<file path="src/hdl/cwat_pkg.sv">
// Package for the cue window action trigger: sizes, request and state codes,
// and the packed types for command beats, result beats and the cell chain.
// Depends on nothing; every other file refers to it by scoped names.
`timescale 1ns / 1ps

package cwat_pkg;

  localparam int CueCount    = 64;
  localparam int ActionCount = 10;

  localparam int CueAddrW = (CueCount > 1) ? $clog2(CueCount) : 1;
  localparam int CueIdxW  = 6;
  localparam int PosW     = 16;
  localparam int ActIdxW  = 4;
  localparam int ValW     = 7;
  localparam int LevelW   = 8;
  localparam int MaskW    = 16;
  localparam int AddrW    = 3;

  // Action level after reset: minus one, i.e. never set.
  localparam logic [LevelW-1:0] LevelNone = '1;

  // Register index as decoded from the word address bit of paddr.
  localparam logic RegOnceMask = 1'b0;

  typedef enum logic [1:0] {
    ReqLoad  = 2'd0,
    ReqTick  = 2'd1,
    ReqClear = 2'd2
  } req_e;

  typedef enum logic [2:0] {
    StIdle  = 3'b001,
    StWalk  = 3'b010,
    StDrain = 3'b100
  } state_e;

  typedef struct packed {
    logic [1:0]         req_type;
    logic [CueIdxW-1:0] cue_index;
    logic [PosW-1:0]    cue_start;
    logic [PosW-1:0]    cue_end;
    logic [ActIdxW-1:0] cue_action;
    logic [ValW-1:0]    cue_value;
    logic [PosW-1:0]    position;
  } cmd_t;

  typedef struct packed {
    logic [ActIdxW-1:0]       action_index;
    logic                     action_active;
    logic signed [LevelW-1:0] action_value;
    logic                     last;
  } res_t;

  // One stored cue window.
  typedef struct packed {
    logic [PosW-1:0]    start;
    logic [PosW-1:0]    stop;
    logic [ActIdxW-1:0] action;
    logic [ValW-1:0]    value;
  } cue_rec_t;

  // Action event travelling down the cell chain: set (with value) or release.
  typedef struct packed {
    logic               vld;
    logic               set;
    logic [ActIdxW-1:0] action;
    logic [ValW-1:0]    value;
  } cue_ev_t;

  // Report of one cell while the report token sits at its input.
  typedef struct packed {
    logic              vld;
    logic              active;
    logic [LevelW-1:0] level;
  } rep_t;

endpackage

</file>
<file path="src/hdl/cwat_cue_walk.sv">
// Cue table memory, per-cue used marks and the window decision for a tick.
// Feeds action events and the report token into the head of the cell chain.
// Depends on cwat_pkg.
`timescale 1ns / 1ps

module cwat_cue_walk (
  input  logic                           clk_i,
  input  logic                           rst_ni,
  input  logic                           wr_en_i,
  input  logic [cwat_pkg::CueAddrW-1:0]  wr_addr_i,
  input  cwat_pkg::cue_rec_t             wr_rec_i,
  input  logic                           rd_en_i,
  input  logic [cwat_pkg::CueAddrW-1:0]  rd_addr_i,
  input  logic                           tok_i,
  input  logic [cwat_pkg::PosW-1:0]      pos_i,
  input  logic [cwat_pkg::MaskW-1:0]     once_mask_i,
  input  logic                           clear_i,
  output cwat_pkg::cue_ev_t              ev_o,
  output logic                           tok_o
);

  cwat_pkg::cue_rec_t mem_q [cwat_pkg::CueCount];
  cwat_pkg::cue_rec_t rd_rec_q;
  logic [cwat_pkg::CueAddrW-1:0] rd_idx_q;
  logic rd_vld_q;
  logic rd_tok_q;

  logic [cwat_pkg::CueCount-1:0] used_q, used_d;
  cwat_pkg::cue_ev_t ev_q, ev_d;
  logic tok_q;

  logic in_win;
  logic blocked;

  always_ff @(posedge clk_i) begin
    if (wr_en_i) begin
      mem_q[wr_addr_i] <= wr_rec_i;
    end
    if (rd_en_i) begin
      rd_rec_q <= mem_q[rd_addr_i];
      rd_idx_q <= rd_addr_i;
    end
  end

  // Open window test and release test for the cue just read.
  always_comb begin
    used_d  = used_q;
    ev_d    = '0;
    in_win  = (rd_rec_q.start < pos_i) && (pos_i < rd_rec_q.stop);
    blocked = once_mask_i[rd_rec_q.action] && used_q[rd_idx_q];
    if (clear_i) begin
      used_d = '0;
    end else if (rd_vld_q) begin
      ev_d.action = rd_rec_q.action;
      ev_d.value  = rd_rec_q.value;
      if (in_win) begin
        if (!blocked) begin
          ev_d.vld          = 1'b1;
          ev_d.set          = 1'b1;
          used_d[rd_idx_q]  = 1'b1;
        end
      end else if (used_q[rd_idx_q] && (pos_i >= rd_rec_q.stop)) begin
        ev_d.vld         = 1'b1;
        ev_d.set         = 1'b0;
        used_d[rd_idx_q] = 1'b0;
      end
    end
  end

  always_ff @(posedge clk_i or negedge rst_ni) begin
    if (!rst_ni) begin
      rd_vld_q <= 1'b0;
      rd_tok_q <= 1'b0;
      used_q   <= '0;
      ev_q     <= '0;
      tok_q    <= 1'b0;
    end else begin
      rd_vld_q <= rd_en_i;
      rd_tok_q <= tok_i;
      used_q   <= used_d;
      ev_q     <= ev_d;
      tok_q    <= rd_tok_q;
    end
  end

  assign ev_o  = ev_q;
  assign tok_o = tok_q;

endmodule

</file>
<file path="src/hdl/cwat_action_cell.sv">
// One action cell: holds the active flag and level of one action, applies
// events meant for it and passes events and the report token on.
// Depends on cwat_pkg.
`timescale 1ns / 1ps

module cwat_action_cell (
  input  logic                          clk_i,
  input  logic                          rst_ni,
  input  logic [cwat_pkg::ActIdxW-1:0]  idx_i,
  input  logic                          once_i,
  input  logic                          clear_i,
  input  cwat_pkg::cue_ev_t             ev_i,
  input  logic                          tok_i,
  output cwat_pkg::cue_ev_t             ev_o,
  output logic                          tok_o,
  output cwat_pkg::rep_t                rep_o
);

  logic on_q, on_d;
  logic [cwat_pkg::LevelW-1:0] level_q, level_d;
  cwat_pkg::cue_ev_t ev_q;
  logic tok_q;
  logic hit;

  assign hit = ev_i.vld && (ev_i.action == idx_i);

  always_comb begin
    on_d    = on_q;
    level_d = level_q;
    priority if (clear_i) begin
      on_d = 1'b0;
    end else if (hit) begin
      on_d = ev_i.set;
      if (ev_i.set) begin
        level_d = {1'b0, ev_i.value};
      end
    end else if (tok_i && once_i) begin
      // Reporting a once-only action clears it.
      on_d = 1'b0;
    end
  end

  always_ff @(posedge clk_i or negedge rst_ni) begin
    if (!rst_ni) begin
      on_q    <= 1'b0;
      level_q <= cwat_pkg::LevelNone;
      ev_q    <= '0;
      tok_q   <= 1'b0;
    end else begin
      on_q    <= on_d;
      level_q <= level_d;
      ev_q    <= ev_i;
      tok_q   <= tok_i;
    end
  end

  assign rep_o.vld    = tok_i;
  assign rep_o.active = on_q;
  assign rep_o.level  = level_q;
  assign ev_o         = ev_q;
  assign tok_o        = tok_q;

endmodule

</file>
<file path="src/hdl/cue_window_action_trigger.sv">
// Cue window action trigger: load and clear beats leave the block idle; a tick beat
// gives one report per action, one report per cycle, in order of action index.
// A tick keeps the block busy through the one-cue-a-cycle read of the cue memory
// and the walk of the report token down the action cells.
// Reset is asynchronous and active low; cue memory contents are undefined until loaded.
// Reports cannot be stalled by the receiver; each is shown for exactly one cycle.
`timescale 1ns / 1ps

module cue_window_action_trigger (
  input  logic                           clk_i,
  input  logic                           rst_ni,
  // Command beats.
  input  logic                           start,
  output logic                           busy,
  input  cwat_pkg::cmd_t                 cmd_i,
  // Report beats.
  output logic                           out_valid_o,
  output cwat_pkg::res_t                 result_o,
  // Register port.
  input  logic                           psel,
  input  logic                           penable,
  input  logic                           pwrite,
  input  logic [cwat_pkg::AddrW-1:0]     paddr,
  input  logic [31:0]                    pwdata,
  output logic [31:0]                    prdata,
  output logic                           pready
);

  // The design is a short sequencer feeding a row of identical action cells.
  // The sequencer reads the cue memory one entry a cycle; the walk unit decides,
  // per cue, whether it fires or releases, and sends an event into the first cell.
  // Events shift one cell per cycle, so every cell sees them in cue order. In the
  // cycle after the last event a report token enters the row; as it passes a
  // cell, that cell's state is captured into the output register and, for a
  // once-only action, the active flag is cleared.

  cwat_pkg::state_e state_q, state_d;
  logic [cwat_pkg::CueAddrW-1:0] cnt_q, cnt_d;
  logic [cwat_pkg::PosW-1:0] pos_q;
  logic tok_pend_q, tok_pend_d;
  logic [cwat_pkg::MaskW-1:0] once_mask_q;

  logic accept;
  logic do_load;
  logic do_clear;
  logic do_tick;
  logic walking;
  logic cnt_last;
  logic cfg_wr;

  cwat_pkg::cue_rec_t wr_rec;

  // Chain links: element k is the input of cell k, element ActionCount its output.
  cwat_pkg::cue_ev_t ev_chain [cwat_pkg::ActionCount+1];
  logic [cwat_pkg::ActionCount:0] tok_chain;
  cwat_pkg::rep_t rep [cwat_pkg::ActionCount];

  logic rep_vld;
  logic rep_act;
  logic [cwat_pkg::LevelW-1:0] rep_lvl;
  logic [cwat_pkg::ActIdxW-1:0] rep_idx;
  logic rep_last;

  logic out_valid_q;
  cwat_pkg::res_t result_q;

  assign accept   = start && !busy;
  assign do_load  = accept && (cmd_i.req_type == cwat_pkg::ReqLoad)
                    && ({1'b0, cmd_i.cue_index} < (cwat_pkg::CueIdxW+1)'(cwat_pkg::CueCount));
  assign do_clear = accept && (cmd_i.req_type == cwat_pkg::ReqClear);
  assign do_tick  = accept && (cmd_i.req_type == cwat_pkg::ReqTick);
  assign walking  = (state_q == cwat_pkg::StWalk);
  assign cnt_last = (cnt_q == cwat_pkg::CueAddrW'(cwat_pkg::CueCount - 1));

  assign wr_rec.start  = cmd_i.cue_start;
  assign wr_rec.stop   = cmd_i.cue_end;
  assign wr_rec.action = cmd_i.cue_action;
  assign wr_rec.value  = cmd_i.cue_value;

  // Sequencer: idle, walk over every cue, then wait for the last report.
  always_comb begin
    state_d    = state_q;
    cnt_d      = cnt_q;
    tok_pend_d = 1'b0;
    unique case (state_q)
      cwat_pkg::StIdle: begin
        if (do_tick) begin
          state_d = cwat_pkg::StWalk;
          cnt_d   = '0;
        end
      end
      cwat_pkg::StWalk: begin
        cnt_d = cnt_q + 1'b1;
        if (cnt_last) begin
          state_d    = cwat_pkg::StDrain;
          tok_pend_d = 1'b1;
        end
      end
      cwat_pkg::StDrain: begin
        if (rep_vld && rep_last) begin
          state_d = cwat_pkg::StIdle;
        end
      end
      default: begin
        state_d = cwat_pkg::StIdle;
      end
    endcase
  end

  always_ff @(posedge clk_i or negedge rst_ni) begin
    if (!rst_ni) begin
      state_q    <= cwat_pkg::StIdle;
      cnt_q      <= '0;
      tok_pend_q <= 1'b0;
    end else begin
      state_q    <= state_d;
      cnt_q      <= cnt_d;
      tok_pend_q <= tok_pend_d;
    end
  end

  // The position of a tick is held for the whole walk.
  always_ff @(posedge clk_i) begin
    if (do_tick) begin
      pos_q <= cmd_i.position;
    end
  end

  assign busy = (state_q != cwat_pkg::StIdle);

  // Register port: a single register, the once-only mask, at byte addresses 0 to 3 (paddr[2] clear).
  assign pready = 1'b1;
  assign cfg_wr = psel && penable && pwrite && pready && (paddr[2] == cwat_pkg::RegOnceMask);

  always_ff @(posedge clk_i or negedge rst_ni) begin
    if (!rst_ni) begin
      once_mask_q <= cwat_pkg::MaskW'(623);
    end else if (cfg_wr) begin
      once_mask_q <= pwdata[cwat_pkg::MaskW-1:0];
    end
  end

  assign prdata = (paddr[2] == cwat_pkg::RegOnceMask)
                  ? {{(32-cwat_pkg::MaskW){1'b0}}, once_mask_q} : '0;

  cwat_cue_walk u_walk (
    .clk_i       (clk_i),
    .rst_ni      (rst_ni),
    .wr_en_i     (do_load),
    .wr_addr_i   (cmd_i.cue_index[cwat_pkg::CueAddrW-1:0]),
    .wr_rec_i    (wr_rec),
    .rd_en_i     (walking),
    .rd_addr_i   (cnt_q),
    .tok_i       (tok_pend_q),
    .pos_i       (pos_q),
    .once_mask_i (once_mask_q),
    .clear_i     (do_clear),
    .ev_o        (ev_chain[0]),
    .tok_o       (tok_chain[0])
  );

  for (genvar k = 0; k < cwat_pkg::ActionCount; k++) begin : g_cell
    cwat_action_cell u_cell (
      .clk_i   (clk_i),
      .rst_ni  (rst_ni),
      .idx_i   (cwat_pkg::ActIdxW'(k)),
      .once_i  (once_mask_q[k]),
      .clear_i (do_clear),
      .ev_i    (ev_chain[k]),
      .tok_i   (tok_chain[k]),
      .ev_o    (ev_chain[k+1]),
      .tok_o   (tok_chain[k+1]),
      .rep_o   (rep[k])
    );
  end

  // Only one cell holds the token at a time, so the reports are simply ORed.
  always_comb begin
    rep_vld = 1'b0;
    rep_act = 1'b0;
    rep_lvl = '0;
    rep_idx = '0;
    for (int k = 0; k < cwat_pkg::ActionCount; k++) begin
      if (rep[k].vld) begin
        rep_vld = 1'b1;
        rep_act = rep_act | rep[k].active;
        rep_lvl = rep_lvl | rep[k].level;
        rep_idx = rep_idx | cwat_pkg::ActIdxW'(k);
      end
    end
  end

  assign rep_last = (rep_idx == cwat_pkg::ActIdxW'(cwat_pkg::ActionCount - 1));

  always_ff @(posedge clk_i or negedge rst_ni) begin
    if (!rst_ni) begin
      out_valid_q <= 1'b0;
    end else begin
      out_valid_q <= rep_vld;
    end
  end

  always_ff @(posedge clk_i) begin
    if (rep_vld) begin
      result_q.action_index  <= rep_idx;
      result_q.action_active <= rep_act;
      result_q.action_value  <= $signed(rep_lvl);
      result_q.last          <= rep_last;
    end
  end

  assign out_valid_o = out_valid_q;
  assign result_o    = result_q;

  // The reports of one tick come in an unbroken run of beats.
  assert property (@(posedge clk_i) disable iff (!rst_ni)
    out_valid_o && !result_o.last |=> out_valid_o)
    else $error("report run broken before the final beat");

  // The final report of a tick leaves the block ready for the next command.
  assert property (@(posedge clk_i) disable iff (!rst_ni)
    out_valid_o && result_o.last |-> !busy)
    else $error("still busy when the final report is shown");

  // An accepted tick always makes the block busy.
  assert property (@(posedge clk_i) disable iff (!rst_ni)
    start && !busy && (cmd_i.req_type == cwat_pkg::ReqTick) |=> busy)
    else $error("tick accepted without the walk starting");

  // At most one report token travels down the cell row.
  assert property (@(posedge clk_i) disable iff (!rst_ni)
    $onehot0(tok_chain))
    else $error("more than one report token in the cell row");

endmodule
</file>
<file path="config.mk">
export PLATFORM = sky130hd
export DESIGN_NAME = cue_window_action_trigger
export DESIGN_NICKNAME = d
export VERILOG_FILES = /design/src/hdl/cwat_pkg.sv /design/src/hdl/cwat_cue_walk.sv /design/src/hdl/cwat_action_cell.sv /design/src/hdl/cue_window_action_trigger.sv
export SDC_FILE = /design/constraint.sdc
export NUM_CORES = 2
export LEC_CHECK = 0
export ABC_AREA = 1
export BUFFER_PORTS_ARGS = -buffer_cell sky130_fd_sc_hd__buf_2
export CAP_MARGIN = 40
export CORE_MARGIN = 10
export CORE_UTILIZATION = 55
export DETAILED_ROUTE_END_ITERATION = 10
export GPL_TIMING_DRIVEN = 1
export HOLD_SLACK_MARGIN = 0.06
export PLACE_DENSITY = 0.74
export SLEW_MARGIN = 10
export SYNTH_ARGS = -nofsm -noshare
export SYNTH_HDL_FRONTEND = slang
export SYNTH_SLANG_ARGS = --single-unit
</file>
<file path="constraint.sdc">
create_clock -name clk_i -period 5 [get_ports clk_i]
set_clock_uncertainty 0.1 [all_clocks]
set_input_delay 0.5 -clock clk_i [delete_from_list [all_inputs] [get_ports clk_i]]
set_output_delay 0.5 -clock clk_i [all_outputs]
set_load 0.05 [all_outputs]
</file>
==> impl_results.md <==
- Synth top cells by count: edfxtp_1 (2831), nor2_1 (1665), o21ai_0 (1489)
- P&R area growth vs syn: 13.4%
- Cells along the critical path: inv_1 > nor3_1 > nand2_1 > nor3_1 > buf_4 > inv_1 > nor2_1 > nand3_1 > dlygate4sd3_1 > nor2_4 > buf_12
- Reg2reg path depth: 11
- Setup_tns: 0 ns
- Compound-Gate Fraction of Synth Area: 10.5%
- Initial Utilization: 55.4%
- Hold WC Path Type: in -> reg
- Status: finished clean
- Synth Flop Type: edfxtp_1
- Synthesized area: 125000 sq um
- R2R Path Start: state_q[0]
- Pwr Density: 507 nW/um^2
- Routed via count: 86.5k
- Drt pass-1 iters: 6
- Drt initial violations: 13.5k
- Top area cells in the synthesized netlist: edfxtp_1 (68%), o21ai_0 (6.0%), nor2_1 (5.0%)
- IO Count: 157
- H-tree levels: 5
- Yosys top cell by area: edfxtp_1
- Crit path time final: 4.02 ns
- Final Hold Viols: 0
- Hold-critical path depth: 3
- RSZ-0062 raised after global routing: false
- Remaining DRCs: 0
- DRT antenna net count: 0
- Worst Setup End Kind: flop
- Clock transition at the registers of the reported paths: 0.07 ns
- Critical-path maximum fanout: 31
- Vias in the first global route: 83.5k
- CP Class: reg -> reg
- Dpl hpwl: 206000 um
- Worst slew margin: 32.0%
- Skew-Pair Late Insertion Delay: 0.95 ns
- Max-Cap Viols: 0
- Num CTS Buffers: 322
- Synth warn: 0
- Initial antenna violation count: 27
- Peak VDD IR: 0.000359 V
- Yosys reg bits: 3154
- Synth top area share: 68.0%
- Period utilization: 80.3%
- Slowest cell on crit path: dlygate4sd3_1
- First-pass GRT wire length: 533000 um
- Peak Freq: 249 MHz
- Chip Width: 497 um
- Wire per inst: 26.9 um
- Setup-failing EPs final: 0
- Mux cell area share after synthesis: 0%
- R2R Path End: u_walk.mem_q[46][26]
- Clk root buf: clkbuf_16
- Via/cell ratio: 6.41
- Final Hold Slack: 0.127 ns
- GPL Wtd Cong: 0.872
- Chip Height: 497 um
- Slew of the pin with the lowest slew margin: 1.02 ns
- Post-synth ARST share: 10.2%
- Post-synthesis xor/xnor area fraction: 0.00701%
- Hold EP: once_mask_q[1]
- Placed Cells incl. Taps: 12.8k
- GRT Resource Usage Total: 28.7%
- Site row count: 174
- Largest net degree at the start of global routing: 181
- Pleak: 49.4 nW
- Avg Inst Size Synth: 12.4 sq um
- Cell Count, Final, Fillers Out: 13.5k
- Hold path start: pwrite
- Count leader, synth: edfxtp_1
- Buf+Inv Stages, Crit Path: 5
- Seq/Total Area, Yosys: 74.6%
- Synth Area in Adders: 0.320%
- Synth cell types: 43
- Syn Inst Count: 10.1k
- R2R Setup Slk: 0.98 ns
- Post-synthesis simple-gate area fraction: 11.8%
- Startpoint Class: flop
- Worst path max stage delay: 0.63 ns
- Largest family of logic cells by synthesized area: simple AND/OR/NAND/NOR gates
- CTS Sinks: 3154
- Number of synthesized flops with an enable pin: 2831
- Grt ovf: 0
- Crit path max-delay family: simple AND/OR/NAND/NOR gates
- CTS tree: done
- CORE AREA: 226000 sq um
- Crit path DAT: 4.48 ns
- Share of cells above drive strength 1: 10.4%
- Fin nets: 10.4k
- Aggregate routed wire length: 363000 um
- Die area: 247000 sq um
- Worst endpoint required time: 5.46 ns
- Clk buf depth: 4
- Max Slew Vio Count: 0
- IO Port Bufs: 121
## flip-flops by register name, indices dropped and copies added (netlist names), 3 cells and up
| register | cells |
|---|---|
| state_q | 3 |
| pos_q | 16 |
| u_walk.mem_q | 2752 |
| u_walk.used_q | 64 |
| u_walk.ev_o | 13 |
| result_o | 14 |
| g_cell.u_cell.ev_o | 117 |
| g_cell.u_cell.tok_o | 9 |
| g_cell.u_cell.level_q | 80 |
| g_cell.u_cell.on_q | 10 |
| u_walk.rd_idx_q | 6 |
| once_mask_q | 16 |
| u_walk.rd_rec_q | 43 |
| cnt_q | 6 |
## timing repair
action                                  CTS  global route
hold buffers                             75             1
gates resized for setup                   0             0
setup buffers                             0             0
endpoints found under the hold margin  1484            64
## layer usage
layer / routed length, um / global-route usage [%]
met2: 167000 / 44.7
met4: 24000 / 17.1
met5: 88 / 0
met1: 128000 / 37.4
met3: 44300 / 6.25
## final cells by class
| class | count | area [sq um] |
|---|---|---|
| Clock inverter | 140 | 1260 |
| Antenna cell | 13 | 32.5 |
| Sequential cell | 3154 | 93200 |
| Multi-Input combinational cell | 6059 | 28800 |
| Inverter | 173 | 684 |
| Fill cell | 16100 | 83800 |
| Clock buffer | 413 | 8600 |
| Tap cell | 2992 | 3740 |
| Timing Repair Buffer | 542 | 5340 |
## worst reg2reg max path: cells and delay by family (launching register included)
kind	cells	cell delay (ns)
buf+inv	5	1.32
flops	1	0.56
simple gates	6	1.55
## logic make-up (layout without fill, tap and decap cells)
family / count (synthesis) / in the layout
fa+ha+maj: 32 / 32
buf+inv: 864 / 1268
simple gates: 3612 / 3612
flops: 3154 / 3154
compound gates: 2397 / 2397
other cells: 2 / 30
xor+xnor: 1 / 1
## how the worst max path moves through the flow
stage | start | endpoint | slack [ns] | cells after the start
2_1_floorplan | state_q[0] | u_walk.mem_q[0][0] | 1.14 | 8
3_3_place_gp | cnt_q[0] | u_walk.rd_rec_q[23] | 1.36 | 10
3_5_place_dp | cnt_q[0] | u_walk.rd_rec_q[37] | 1.32 | 11
4_1_cts | state_q[0] | u_walk.mem_q[46][26] | 1.18 | 11
5_1_grt | state_q[0] | u_walk.mem_q[46][26] | 0.88 | 11
6_report | state_q[0] | u_walk.mem_q[46][26] | 0.98 | 11
## where the power goes
| part | internal (W) | switching [W] |
|---|---|---|
| registers | 0.0293 | 0.000398 |
| logic | 0.00576 | 0.0135 |
| clock network | 0.0133 | 0.00966 |
## placed cells by master, fill, tap and decap left out, types with 10 or more instances in the layout
cell              n
nand4_1          78
nand3_1         554
dfrtp_1         229
nand2_1        1234
o21bai_1         33
clkinv_2         53
edfxtp_1       2831
ha_1             32
o21ai_1          25
dlygate4sd3_1    76
buf_2           121
nor2_4           64
dfstp_2          88
buf_4           238
o21ai_0        1489
inv_1           157
clkbuf_1         78
conb_1           17
clkbuf_16       328
clkinv_1         56
bufinv_16        23
a221oi_1         18
and2_1           27
a21oi_1          78
o22ai_1         731
diode_2          13
buf_16           10
buf_12           93
nor2_1         1601
or2_1            15
## per-stage QoR
stage | power [W] | util (%) | area (sq um) | setup slack [ns]
floorplan | 0.0424 | - | 125000 | 1.14
global placement | 0.0481 | 57.7 | 130000 | 1.36
detailed placement | 0.0488 | 58.1 | 131000 | 1.32
CTS | 0.0716 | 62.8 | 142000 | 1.18
global route | 0.0748 | 62.8 | 142000 | 0.875
finish | 0.0719 | 62.8 | 142000 | 0.983
Power figures use the tool's default switching activity.
